--- src/hdl/lhist_pkg.sv ---
// ----------------------------------------------------------------------------
// lhist_pkg: shared definitions for the log2 latency histogram
// Table and histogram sizes, field widths, request and status codes, and the
// command and status groups that join the controller and the datapath.
// ----------------------------------------------------------------------------
`timescale 1ns / 1ps
`default_nettype none

package lhist_pkg;

	// table and histogram sizes
	localparam int TABLE_DEPTH = 1024;
	localparam int HIST_SLOTS  = 32;

	localparam int TAB_AW  = $clog2(TABLE_DEPTH);
	localparam int FILL_W  = $clog2(TABLE_DEPTH + 1);
	localparam int HIST_IW = (HIST_SLOTS > 1) ? $clog2(HIST_SLOTS) : 1;

	// field widths
	localparam int REQ_W   = 2;
	localparam int TASK_W  = 22;
	localparam int TIME_W  = 64;
	localparam int SLOT_W  = 6;
	localparam int LAT_W   = 55;
	localparam int CNT_W   = 64;
	localparam int ENTRY_W = TASK_W + TIME_W;

	// nanoseconds to microseconds: 1000 = 8 * 125, shift then reciprocal multiply
	localparam int US_DIV    = 1000;
	localparam int DIV_SH    = 3;
	localparam int DIV_ODD   = US_DIV >> DIV_SH;
	localparam int DVD_W     = TIME_W - DIV_SH;
	localparam int RCP_SH    = DVD_W + 7;
	localparam int RCP_W     = 62;
	localparam int MUL_W     = 32;
	localparam int ACC_W     = DVD_W + RCP_W;
	localparam int DIV_STEPS = 5;
	localparam int STEP_W    = 3;

	// ceil(2^RCP_SH / 125), exact for every dividend below 2^DVD_W
	localparam logic [RCP_W-1:0] RCP =
		RCP_W'(((128'd1 << RCP_SH) + 128'(DIV_ODD - 1)) / 128'(DIV_ODD));

	// request codes
	typedef logic [REQ_W-1:0] req_t;
	localparam req_t REQ_START  = 2'd0;
	localparam req_t REQ_FINISH = 2'd1;
	localparam req_t REQ_READ   = 2'd2;

	// result status codes
	typedef enum logic [2:0] {
		ST_STORED  = 3'd0,
		ST_FULL    = 3'd1,
		ST_COUNTED = 3'd2,
		ST_IGNORED = 3'd3,
		ST_READ    = 3'd4
	} status_t;

	// controller to datapath
	typedef struct packed {
		logic    load;
		logic    scan;
		logic    store;
		logic    move_rd;
		logic    move_wr;
		logic    div_step;
		logic    hist_inc;
		logic    rsp_load;
		status_t rsp_status;
	} cmd_t;

	// datapath to controller
	typedef struct packed {
		logic scan_end;
		logic hit;
		logic full;
		logic div_last;
		logic rsp_free;
	} sts_t;

endpackage

`default_nettype wire

--- src/hdl/lhist_ctrl.sv ---
// ----------------------------------------------------------------------------
// lhist_ctrl: controller of the log2 latency histogram
// Sequences search, store, entry removal, division, counting and the result
// hand-off for one item at a time.
// ----------------------------------------------------------------------------
`timescale 1ns / 1ps
`default_nettype none

module lhist_ctrl
	import lhist_pkg::*;
(
	input  wire logic       clk,
	input  wire logic       arst_n,
	input  wire logic       req_valid,
	output logic            req_ready,
	input  wire req_t       req_type,
	input  wire sts_t       sts,
	output cmd_t            cmd
);

	typedef enum logic [2:0] {
		S_IDLE,
		S_SCAN,
		S_STORE,
		S_MOVE_RD,
		S_MOVE_WR,
		S_DIV,
		S_COUNT,
		S_RESP
	} state_t;

	state_t  state_q;
	req_t    type_q;
	status_t rsp_status_q;

	// state and registered result code
	always_ff @(posedge clk or negedge arst_n) begin
		if (!arst_n) begin
			state_q      <= S_IDLE;
			type_q       <= REQ_START;
			rsp_status_q <= ST_IGNORED;
		end else begin
			unique case (state_q)
				S_IDLE: begin
					if (req_valid) begin
						type_q <= req_type;
						if (req_type == REQ_START || req_type == REQ_FINISH) begin
							state_q <= S_SCAN;
						end else if (req_type == REQ_READ) begin
							rsp_status_q <= ST_READ;
							state_q      <= S_RESP;
						end else begin
							rsp_status_q <= ST_IGNORED;
							state_q      <= S_RESP;
						end
					end
				end
				S_SCAN: begin
					if (sts.scan_end) begin
						if (type_q == REQ_START) begin
							if (sts.hit || !sts.full) begin
								rsp_status_q <= ST_STORED;
								state_q      <= S_STORE;
							end else begin
								rsp_status_q <= ST_FULL;
								state_q      <= S_RESP;
							end
						end else if (sts.hit) begin
							rsp_status_q <= ST_COUNTED;
							state_q      <= S_MOVE_RD;
						end else begin
							rsp_status_q <= ST_IGNORED;
							state_q      <= S_RESP;
						end
					end
				end
				S_STORE: begin
					state_q <= S_RESP;
				end
				S_MOVE_RD: begin
					state_q <= S_MOVE_WR;
				end
				S_MOVE_WR: begin
					state_q <= S_DIV;
				end
				S_DIV: begin
					if (sts.div_last) begin
						state_q <= S_COUNT;
					end
				end
				S_COUNT: begin
					state_q <= S_RESP;
				end
				S_RESP: begin
					if (sts.rsp_free) begin
						state_q <= S_IDLE;
					end
				end
				default: begin
					state_q <= S_IDLE;
				end
			endcase
		end
	end

	// command decode
	always_comb begin
		cmd.load       = (state_q == S_IDLE) && req_valid;
		cmd.scan       = state_q == S_SCAN;
		cmd.store      = state_q == S_STORE;
		cmd.move_rd    = state_q == S_MOVE_RD;
		cmd.move_wr    = state_q == S_MOVE_WR;
		cmd.div_step   = state_q == S_DIV;
		cmd.hist_inc   = state_q == S_COUNT;
		cmd.rsp_load   = (state_q == S_RESP) && sts.rsp_free;
		cmd.rsp_status = rsp_status_q;
	end

	assign req_ready = state_q == S_IDLE;

endmodule

`default_nettype wire

--- config.mk ---
export PLATFORM = sky130hd
export DESIGN_NAME = lhist_ctrl
export DESIGN_NICKNAME = d
export VERILOG_FILES = /design/src/hdl/lhist_pkg.sv /design/src/hdl/lhist_ctrl.sv
export SDC_FILE = /design/constraint.sdc
export NUM_CORES = 1
export LEC_CHECK = 0
export ABC_AREA = 1
export BUFFER_PORTS_ARGS = -buffer_cell sky130_fd_sc_hd__buf_2
export CAP_MARGIN = 20
export CELL_PAD_IN_SITES_DETAIL_PLACEMENT = 0
export CELL_PAD_IN_SITES_GLOBAL_PLACEMENT = 1
export CORE_UTILIZATION = 36
export CTS_BUF_LIST = sky130_fd_sc_hd__clkbuf_4 sky130_fd_sc_hd__clkbuf_8
export DETAILED_ROUTE_END_ITERATION = 16
export GPL_ROUTABILITY_DRIVEN = 0
export PLACE_DENSITY_LB_ADDON = 0.3
export REMOVE_ABC_BUFFERS = 1
export SLEW_MARGIN = 20
export SYNTH_ARGS = -nofsm -noshare
export SYNTH_HDL_FRONTEND = slang
export SYNTH_SLANG_ARGS = --single-unit
--- constraint.sdc ---
create_clock -name clk -period 1.6 [get_ports clk]
set_clock_uncertainty 0.15 [all_clocks]
set_input_delay 0.16 -clock clk [delete_from_list [all_inputs] [get_ports clk]]
set_output_delay 0.16 -clock clk [all_outputs]
set_load 0.01 [all_outputs]
Yosys cells after proc, flatten, opt, wreduce, memory -nomap -nowiden
Cells that the tools add are included.
- output and inout bits: 12
- flip-flop bits (word level): 8
- input bits: 10
- word-level logic and storage cells: 47
- multiplexer cells: 17
- reductions and logical operators: 13
- eq/ne operators: 14
- operator list (cell ; number):
    $mux W3 ; 13
    $pmux W3 S7 ; 1
    $eq A3 B3 Y1 const B ; 4
    $ne A2 B2 Y1 const B ; 5
    $reduce_and A4 Y1 ; 2
    $eq A3 B2 Y1 const B ; 2
    $pmux W3 S2 ; 1
    $logic_not A2 Y1 ; 2
    $eq A3 B1 Y1 const B ; 1
    $logic_not A3 Y1 ; 1
    $eq A2 B1 Y1 const B ; 1
    $eq A2 B2 Y1 const B ; 1
    $logic_and A1 B1 Y1 ; 2
    $logic_or A1 B1 Y1 ; 2
    $mux W1 ; 2
    $reduce_and A2 Y1 ; 1
    $reduce_bool A2 Y1 ; 1
    $reduce_or A2 Y1 ; 1
    $logic_not A1 Y1 ; 1

Depth between registers and ports, before layout
Gate-level depths: netlist (run 1).
- word-level depth: 6
- depth in mapped cells: 8
- gate-level depth less buffers: 7

Worst setup path before layout (run 1)
Ideal clock, no wire load.
- kind: register to output
- start: register state_q[0]
- end: output port cmd[10] in the netlist's numbering
- data arrival time: 983 ps
- setup slack: 307 ps
- required time: 1290 ps
- path buffers: 1
- stages on the path, launching flop included: 5
- cells stage by stage: dfrtp_1 buf_6 nor3_4 nand2_1 inv_1
- RTL lines (element ; line ; text):
    from (decl) ; lhist_ctrl.sv:32 ; state_t state_q;
    from (signal assigned) ; lhist_ctrl.sv:39 ; state_q <= S_IDLE;
    from (signal assigned) ; lhist_ctrl.sv:48 ; state_q <= S_SCAN;
    from (signal assigned) ; lhist_ctrl.sv:51 ; state_q <= S_RESP;
    to (decl) ; lhist_ctrl.sv:18 ; output cmd_t cmd

==> results of run 1 <==
==> cell type report <==
class,instances,area [sq um],share of cell area
clock buffer,4,30.0,0.0320
tap,25,31.3,0.0334
inverter,14,60.1,0.0641
multi-input combinational,63,392,0.418
timing repair buffer,32,218,0.232
sequential,8,206,0.220
==> how the worst max path moves through the flow <==
stage,startpoint,endpoint
2_1_floorplan,state_q[0],state_q[0]
3_3_place_gp,state_q[0],state_q[0]
3_5_place_dp,state_q[1],rsp_status_q[2]
4_1_cts,state_q[2],cmd[7]
5_1_grt,state_q[0],cmd[6]
6_report,state_q[0],cmd[6]
==> flip-flops by register name (all words and copies together) (netlist names) <==
name	cells
rsp_status_q	3
state_q	3
type_q	2
==> placed cells by master (no fill, tap or decap), drive strengths merged, types with 2 or more instances in the layout <==
cell type,Yosys,final
inv,14,14
nand2,29,29
buf,3,31
o21ai,7,7
nand3,9,9
nor3,3,3
dfrtp,6,6
nor2,11,11
dfstp,2,2
clkbuf,0,4
==> power by group through the flow <==
stage               Sequential [mW]  Clock [mW]  Combinational, mW
floorplan                     0.526           0              0.595
global placement              0.495           0              0.902
detailed placement            0.496           0              0.896
CTS                           0.478       0.196              0.967
global route                  0.473       0.212               1.35
finish                        0.463       0.191               1.22
==> logic make-up after synthesis <==
group	count (synthesis)
flops	8
simple gates	55
compound gates	8
buf+inv	17
==> layer usage <==
layer  vias to the layer above  track usage  wire [um]
li1                        340            -          -
met1                       291        0.200        666
met2                        12        0.247        783
met3                         0       0.0612         70
met5                         -            0          0
met4                         0       0.0182          0
==> what timing repair did <==
item / in CTS / in global routing
hold buffers: 1 / 0
endpoints found under the hold margin: 8 / 0
resized for setup: 4 / 15
setup endpoints to repair: 7 / 4
buffers inserted: 2 / 6
pin swaps: 1 / 4
==> critical path: stages, from the launching register on <==
cell,delay [ps]
sky130_fd_sc_hd__dfrtp_2,460
sky130_fd_sc_hd__buf_6,140
sky130_fd_sc_hd__buf_6,110
sky130_fd_sc_hd__nor3_2,160
sky130_fd_sc_hd__buf_2,150
==> stage by stage <==
stage / util / power (mW) / instances
after floorplan: - / 1.12 / 85
after global placement: 0.453 / 1.40 / 133
after detailed placement: 0.453 / 1.39 / 133
after CTS: 0.489 / 1.64 / 140
after global routing: 0.549 / 2.04 / 146
final: 0.549 / 1.88 / 146
==> impl_summary.txt, run 1 <==
----------------------------------------------------
[Status]
  Outcome ... finished, final reports clean

[Timing]
  Count of pins over their slew limit ... 0
  Tightest Pin Transition ... a little over 200 ps
  Hold violation count in the final report ... 0
  Final setup margin ... between 15 and 20 ps
  Final setup violation count ... 0
  Post-route clock period utilization ... 0.989
  Worst hold-check slack ... ~40 ps
  Relative slew slack ... 0.864
  Maximum frequency from static timing analysis ... ~630 MHz
  Total negative slack ... 0 ps
  Unrepaired setup endpoints after global routing ... yes
  Fin crit period ... 1580 ps

[GRT]
  Global-route wire length before repair ... 2.19 mm
  Total routing resource utilization after global routing ... 0.154
  Total overflow reported by the global router ... 0
  Pin count of the biggest net entering global routing ... 10
  Antenna violations before repair ... 0
  Number of global-route vias before repair ... roughly 550

[Critical path]
  Worst Reg-to-Reg Cells ... 8
  Slack of the worst reg-to-reg path ... 50 ps
  Setup crit start kind ... flop
  Worst setup EP type ... output port
  Worst reg2reg startpoint ... state_q[0]
  Worst-path fanout max ... 5
  Critical path type ... reg2out
  Worst Path Required ... between 1000 and 1500 ps
  CP Data Arrival Time ... 1270 ps
  Reg-to-reg critical path endpoint ... rsp_status_q[2]

[Clock tree]
  Clock-pin slew on the worst setup and hold paths ... around 60 ps
  Clock tree from TritonCTS ... done
  Root Driver ... sky130_fd_sc_hd__clkbuf_4
  Num CTS Buffers ... 3
  Number of H-tree levels ... 1
  Total number of clock tree sinks ... 8
  Max Root-Sink Buffers ... 2
  Insertion delay to the later sink of the worst-skew pair ... around 260 ps

[Synth]
  Area of the mapped netlist ... around 660 sq um
  Sequential cell area fraction in the yosys report ... 0.309
  Main combinational cell family by area after synthesis ... simple AND/OR/NAND/NOR gates
  Post-synthesis simple-gate area fraction ... 0.469
  Multiplexer fraction of the synthesized cell area ... 0
  Yosys synthesis warning count ... 0
  Compound-gate portion of the synthesized area ... 0.0782
  XOR/XNOR Fraction of Synth Area ... 0
  Cell count after synthesis ... 88
  Cell type with the highest aggregate area in the netlist ... sky130_fd_sc_hd__dfrtp_1
  Commonest cells in the synthesized netlist ... sky130_fd_sc_hd__nand2_1 (26), sky130_fd_sc_hd__inv_1 (11), sky130_fd_sc_hd__dfrtp_1 (6), sky130_fd_sc_hd__nand3_1 (6), sky130_fd_sc_hd__nor2_1 (5)
  Leading cell type by number of instances after synthesis ... sky130_fd_sc_hd__nand2_1
  Asr flop ratio synth ... 1.00
  Number of flops mapped to enable cells by yosys ... 0
  Post-synthesis sequential element count ... 8
  Prevailing post-synth register cell ... sky130_fd_sc_hd__dfrtp_1
  Post-synthesis share of cell area spent on full adders, half adders and majority gates ... 0
  Synthesized area per cell ... between 7 and 8 sq um
  Number of distinct library cell variants in the gate-level netlist after synthesis ... 23
  Cell types with the largest area share after synthesis ... sky130_fd_sc_hd__dfrtp_1 (23%), sky130_fd_sc_hd__nand2_1 (15%), sky130_fd_sc_hd__dfstp_2 (8.0%)
  Share of the synthesized area in the top cell type ... 0.229

[Place]
  Pre-CTS WS ... around 97 ps
  DP Wirelength ... 1.10 mm
  Buffers on Ports ... 21
  Cell Area, Placed ... 773 sq um

[Route]
  Routed vias ... between 600 and 700
  First drt pass iteration count ... 4
  Wirelength per Cell ... between 10 and 15 um
  Antenna Nets Post-Route ... 0
  DRC violations left ... 0
  Initial DRC Count ... 9
  Routed via count divided by cell count ... approximately 4.4
  Total Wirelength ... about 1.5 mm

[Power and ir drop]
  Power share of the combinational group ... 0.652
  Worst vdd ir ... roughly 1.0 mV
  Switching share of total power ... 0.470
  Power dissipated by switching net loads ... 0.881 mW
  Seq pwr share ... 0.247
  Power Internal ... ~1 mW
  Clock network fraction of design power ... 0.102
  Cell area power density ... 2000 nW/um^2
  Static leakage ... about 0.51 nW

[Worst hold path]
  Worst Min Path Start ... sts[0]
  Hold crit path type ... in2reg
  Hold depth ... 4
  Hold Path End ... state_q[1]

[Cells and area]
  Layout overhead on the synthesized area ... 42.9%
  Non-Filler Cell Area, Final ... 937 sq um
  Fill cell count ... 160
  Nets ... between 100 and 150
  Antenna Cells ... 0
  Layout cells sized above 1 ... 0.562

[Floorplan]
  Number of I/O pins ... 22
  Starting Density ... 0.384
  Floorplan die width ... about 45 um
  Row cnt ... 15
  Die footprint ... between 1500 and 2000 sq um
  Placeable core area ... roughly 1700 sq um
  Die outline height ... between 40 and 50 um

[Flow run]
  Number of max-capacitance violations reported ... 0

----------------------------------------------------
No activity file was read; power rests on OpenSTA's default activity.
==> inputs of run 2 (changes only) <==
Settings changed: CORE_ASPECT_RATIO set to 1.25.
==> run 2 against run 1 <==
- worst setup slack better by 45 ps
- maximum frequency is 2.9% higher
- clock-buffer cell count is 1 lower
- routed wire length is 3.8% lower
- sequential power is 1% higher
==> impl_summary.txt, run 2 (same netlist as run 1, synthesis figures left out) <==
----------------------------------------------------
[Critical path]
  Critical Path Start ... state_q[0] (unchanged)
  Worst reg2reg startpoint ... state_q[0] (unchanged)
  CP Data Arrival Time ... 1230 ps (was 1270 ps)
  Slack of the worst reg-to-reg path ... 180 ps (was 50 ps)
  Critical path type ... reg2out (unchanged)
  Worst-path fanout max ... 9 (was 5)
  Setup crit start kind ... flop (unchanged)
  Worst Reg-to-Reg Cells ... 7 (was 8)
  Worst setup EP type ... output port (unchanged)
  Reg-to-reg critical path endpoint ... rsp_status_q[2] (unchanged)
  Worst Path Required ... 1290 ps (about the same)

[Timing]
  Count of pins over their slew limit ... 0 (unchanged)
  Worst hold-check slack ... 52.9 ps (was 40.4 ps)
  Post-route clock period utilization ... 0.962 (was 0.989)
  Relative slew slack ... 0.859 (was 0.864)
  Unrepaired setup endpoints after global routing ... no (was yes)
  Final setup violation count ... 0 (unchanged)
  Fin crit period ... 1540 ps (was 1580 ps)
  Tightest Pin Transition ... 212 ps (was 204 ps)
  Hold violation count in the final report ... 0 (unchanged)
  Total negative slack ... 0 ps (unchanged)
  Maximum frequency from static timing analysis ... 650 MHz (was 632 MHz)

[Floorplan]
  Floorplan die width ... 40.2 um (was 44.7 um)
  Starting Density ... 0.399 (was 0.384)
  Die outline height ... 49.7 um (was 44.7 um)
  Placeable core area ... 1640 sq um (was 1710 sq um)
  Number of I/O pins ... 22 (unchanged)
  Row cnt ... 16 (was 15)
  Die footprint ... 2000 sq um (about the same)

[Clock tree]
  Clock-pin slew on the worst setup and hold paths ... 50 ps (was 60 ps)
  Num CTS Buffers ... 3 (unchanged)
  Total number of clock tree sinks ... 8 (unchanged)
  Insertion delay to the later sink of the worst-skew pair ... 250 ps (was 260 ps)
  Clock tree from TritonCTS ... done (unchanged)
  Number of H-tree levels ... 1 (unchanged)
  Max Root-Sink Buffers ... 2 (unchanged)
  Root Driver ... sky130_fd_sc_hd__clkbuf_4 (unchanged)

[GRT]
  Total overflow reported by the global router ... 0 (unchanged)
  Pin count of the biggest net entering global routing ... 10 (unchanged)
  Antenna violations before repair ... 0 (unchanged)
  Global-route wire length before repair ... 2.48 mm (was 2.19 mm)
  Total routing resource utilization after global routing ... 0.177 (was 0.154)
  Number of global-route vias before repair ... 609 (was 545)

[Worst hold path]
  Hold crit path type ... in2reg (unchanged)
  Hold depth ... 3 (was 4)
  Hold Path End ... type_q[0] (was state_q[1])
  Worst Min Path Start ... req_type[0] (was sts[0])

[Cells and area]
  Layout cells sized above 1 ... 0.496 (was 0.562)
  Antenna Cells ... 0 (unchanged)
  Nets ... 131 (was 132)
  Fill cell count ... 180 (was 160)
  Highest-count cells in the layout ignoring fill and taps ... sky130_fd_sc_hd__nand2_1 (25), sky130_fd_sc_hd__buf_2 (21), sky130_fd_sc_hd__inv_1 (11) (was sky130_fd_sc_hd__nand2_1 (25), sky130_fd_sc_hd__buf_2 (19), sky130_fd_sc_hd__inv_1 (9))
  Fraction of the core area covered by cells at the end of the flow ... 0.532 (was 0.549)
  Most common cell after layout, fill and taps aside ... sky130_fd_sc_hd__nand2_1 (unchanged)
  Top Registers ... rsp_status_q x3, state_q x3, type_q x2 (unchanged)
  Layout overhead on the synthesized area ... 33.2% (was 42.9%)

[Power and ir drop]
  Static leakage ... 0.501 nW (was 0.515 nW)
  Worst vdd ir ... 0.806 mV (was 1.04 mV)
  Cell area power density ... 2000 nW/um^2 (about the same)

[Route]
  Wirelength per Cell ... 10.7 um (was 10.4 um)
  DRC violations left ... 0 (unchanged)
  Routed vias ... 652 (was 643)
  Antenna Nets Post-Route ... 0 (unchanged)
  Total Wirelength ... 1.46 mm (was 1.52 mm)
  First drt pass iteration count ... 4 (unchanged)
  Initial DRC Count ... 8 (was 9)
  Routed via count divided by cell count ... 4.76 (was 4.40)

[Place]
  Buffers on Ports ... 21 (unchanged)
  DP Wirelength ... 1.13 mm (was 1.10 mm)

[Flow run]
  Number of max-capacitance violations reported ... 0 (unchanged)

[Status]
  Outcome ... finished, final reports clean (unchanged)

----------------------------------------------------
## run 2: what timing repair did
item	CTS	global route
setup endpoints to repair	8	6
hold buffers	1	0
endpoints found under the hold margin	8	0
setup buffers	4	3
gates resized for setup	3	2
## run 2: how the worst max path moves through the flow
stage                       endpoint  slack, ps  cells after the start
final                         cmd[6]         60                      3
after global routing          cmd[4]          7                      5
after CTS                    cmd[10]         10                      4
after detailed placement  state_q[2]        100                      6
after global placement    state_q[2]        120                      6
after floorplan           state_q[0]        180                      7
## run 2: stage by stage
| stage | area [sq um] | std cells | setup slack (ps) | power, mW |
|---|---|---|---|---|
| after global placement | 764 | 126 | 115 | 1.40 |
| after CTS | 843 | 134 | 12.2 | 1.69 |
| after detailed placement | 764 | 126 | 100 | 1.41 |
| after floorplan | 622 | 85 | 176 | 1.12 |
| final | 873 | 137 | 61.5 | 1.75 |
| after global routing | 873 | 137 | 7.00 | 1.91 |
## run 2: cell type report
type,instances,area (sq um),share of cell area
multi-input combinational,63,367,0.420
sequential,8,206,0.236
timing repair buffer,31,195,0.223
inverter,14,60.1,0.0688
clock buffer,3,22.5,0.0258
tap,18,22.5,0.0258
## run 2: routing by layer
metal,GRT usage,up-vias,wire length (um)
met5,0,-,0
met4,0.0889,0,36
met3,0.0135,4,44
met2,0.298,18,743
met1,0.210,290,640
li1,-,340,-
## run 2: worst max-delay path, cell delays in order (launching register included)
cell                      delay, ps
sky130_fd_sc_hd__dfrtp_2        480
sky130_fd_sc_hd__buf_4          190
sky130_fd_sc_hd__nor3_1         150
sky130_fd_sc_hd__buf_2          150
## run 2: report_power, final
part | switching, mW | internal [mW] | total, mW
logic | 0.617 | 0.509 | 1.13
clock network | 0.0663 | 0.0857 | 0.152
registers | 0.140 | 0.328 | 0.469
==> inputs of run 3 (changes only) <==
Settings changed: ABC_CLOCK_PERIOD_IN_PS set to 1600, BUFFER_PORTS_ARGS -buffer_cell sky130_fd_sc_hd__buf_2 to -buffer_cell sky130_fd_sc_hd__clkbuf_2, SLEW_MARGIN 20 to 30.
==> run 3 against run 2 <==
- sequential share of layout area did not move
- combinational power about the same
- final cell count up 0.73%
- critical endpoint is now cmd[7]
- highest routed layer unchanged
==> impl_summary.txt, run 3 (same netlist as run 1, synthesis figures left out) <==
----------------------------------------------------
[Timing]
  Final setup violation count ... 0 (unchanged)
  Maximum frequency from static timing analysis ... 641 MHz (was 650 MHz)
  Hold violation count in the final report ... 0 (unchanged)
  Worst hold-check slack ... 17.2 ps (was 52.9 ps)
  Count of pins over their slew limit ... 0 (unchanged)
  Tightest Pin Transition ... 221 ps (was 212 ps)
  Relative slew slack ... 0.853 (was 0.859)
  Final setup margin ... 40.6 ps (was 61.5 ps)
  Post-route clock period utilization ... 0.975 (was 0.962)
  Fin crit period ... 1560 ps (was 1540 ps)

[Floorplan]
  Starting Density ... 0.399 (unchanged)
  Row cnt ... 16 (unchanged)
  Die footprint ... 2000 sq um (unchanged)
  Number of I/O pins ... 22 (unchanged)
  Placeable core area ... 1640 sq um (unchanged)
  Die outline height ... 49.7 um (unchanged)
  Floorplan die width ... 40.2 um (unchanged)

[Critical path]
  CP Data Arrival Time ... 1250 ps (was 1230 ps)
  Worst stage delay on the critical path ... 480 ps (about the same)
  Series of cell instances along the critical path ... buf_4 > nor3_2 > clkbuf_2 (was buf_4 > nor3_1 > buf_2)
  Worst Path Required ... 1290 ps (about the same)
  CP max stage cell ... sky130_fd_sc_hd__dfrtp_2 (unchanged)
  Worst-path fanout max ... 5 (was 9)
  Setup crit start kind ... flop (unchanged)
  Worst setup EP type ... output port (unchanged)
  Critical path type ... reg2out (unchanged)

[Cells and area]
  Antenna Cells ... 0 (unchanged)
  Fraction of the core area covered by cells at the end of the flow ... 0.532 (unchanged)
  Highest-count cells in the layout ignoring fill and taps ... sky130_fd_sc_hd__nand2_1 (25), sky130_fd_sc_hd__clkbuf_2 (21), sky130_fd_sc_hd__inv_1 (11) (was sky130_fd_sc_hd__nand2_1 (25), sky130_fd_sc_hd__buf_2 (21), sky130_fd_sc_hd__inv_1 (11))
  Non-Filler Cell Area, Final ... 873 sq um (unchanged)
  Flip-flop and latch area ... 206 sq um (unchanged)
  Most common cell after layout, fill and taps aside ... sky130_fd_sc_hd__nand2_1 (unchanged)
  Fill cell count ... 168 (was 180)
  Combined area of the multi-input logic cells ... 372 sq um (was 367 sq um)
  Nets ... 132 (was 131)
  Layout overhead on the synthesized area ... 33.2% (unchanged)
  Top Registers ... rsp_status_q x3, state_q x3, type_q x2 (unchanged)
  Layout cells sized above 1 ... 0.508 (was 0.496)

[GRT]
  Global-route wire length before repair ... 2.44 mm (was 2.48 mm)
  Pin count of the biggest net entering global routing ... 10 (unchanged)
  Total overflow reported by the global router ... 0 (unchanged)
  Antenna violations before repair ... 0 (unchanged)
  Number of global-route vias before repair ... 600 (was 609)
  Total routing resource utilization after global routing ... 0.175 (was 0.177)

[Clock tree]
  Clock tree from TritonCTS ... done (unchanged)
  Clock-pin slew on the worst setup and hold paths ... 60 ps (was 50 ps)
  Num CTS Buffers ... 3 (unchanged)
  Total number of clock tree sinks ... 8 (unchanged)
  Max Root-Sink Buffers ... 2 (unchanged)
  Number of H-tree levels ... 1 (unchanged)
  Root Driver ... sky130_fd_sc_hd__clkbuf_4 (unchanged)
  Insertion delay to the later sink of the worst-skew pair ... 260 ps (was 250 ps)

[Route]
  Antenna Nets Post-Route ... 0 (unchanged)
  Total Wirelength ... 1.53 mm (was 1.46 mm)
  Routed via count divided by cell count ... 4.83 (was 4.76)
  Routed vias ... 667 (was 652)
  First drt pass iteration count ... 4 (unchanged)
  Wirelength per Cell ... 11.1 um (was 10.7 um)
  DRC violations left ... 0 (unchanged)
  Initial DRC Count ... 11 (was 8)

[Power and ir drop]
  Worst vdd ir ... 0.885 mV (was 0.806 mV)
  Static leakage ... 0.496 nW (was 0.501 nW)
  Cell area power density ... 2000 nW/um^2 (about the same)

[Place]
  DP Wirelength ... 1.15 mm (was 1.13 mm)
  Buffers on Ports ... 21 (unchanged)
  Pre-CTS WS ... 104 ps (was 100 ps)
  Cell Area, Placed ... 764 sq um (unchanged)

[Status]
  Outcome ... finished, final reports clean (unchanged)

[Worst hold path]
  Hold crit path type ... in2reg (unchanged)

[Flow run]
  Number of max-capacitance violations reported ... 0 (unchanged)

----------------------------------------------------
-- run 3: layer usage --
layer	wire (um)	vias to the layer above	track usage
li1	-	339	-
met1	682	298	0.212
met2	740	22	0.277
met3	49	8	0.0135
met4	55	0	0.117
met5	0	-	0
-- run 3: layout make-up --
class | count | area share
inverter | 14 | 0.0688
clock buffer | 3 | 0.0258
sequential | 8 | 0.236
tap | 18 | 0.0258
timing repair buffer | 32 | 0.218
multi-input combinational | 63 | 0.426
-- run 3: worst paths after layout --
check / startpoint / to / slack, ps / cells after the start
max in group asynchronous: arst_n / rsp_status_q[0] / 910 / 2
min in group asynchronous: arst_n / type_q[1] / 130 / 2
worst min register to register: rsp_status_q[1] / rsp_status_q[1] / 320 / 2
worst max-delay path: state_q[2] / cmd[7] / 40 / 3
worst min-delay path: req_type[0] / type_q[0] / 20 / 3
worst max register to register: state_q[1] / state_q[2] / 160 / 7
-- run 3: timing repair --
action	in CTS	in global routing
setup endpoints to repair	7	3
hold buffers	1	0
hold endpoints to repair	8	0
pin swaps	0	2
setup buffers	5	3
gates resized for setup	4	2
cloned	0	0
-- run 3: critical path: cells and delay by family, from the launching register on --
family / cells / cell delay, ps
buffers and inverters: 2 / 330
and+or+nand+nor: 1 / 180
DFF: 1 / 480
-- run 3: through the flow --
stage	cells	setup TNS, ps	power (mW)
6_report	138	0	1.74
5_1_grt	138	-4.51	1.90
3_3_place_gp	126	0	1.41
4_1_cts	135	0	1.68
2_1_floorplan	85	0	1.12
3_5_place_dp	126	0	1.41
-- run 3: power by group --
group          total, mW  internal (mW)  switching [mW]
combinational       1.11          0.484           0.623
clock              0.160         0.0862          0.0736
sequential         0.476          0.329           0.148
total               1.74          0.899           0.844
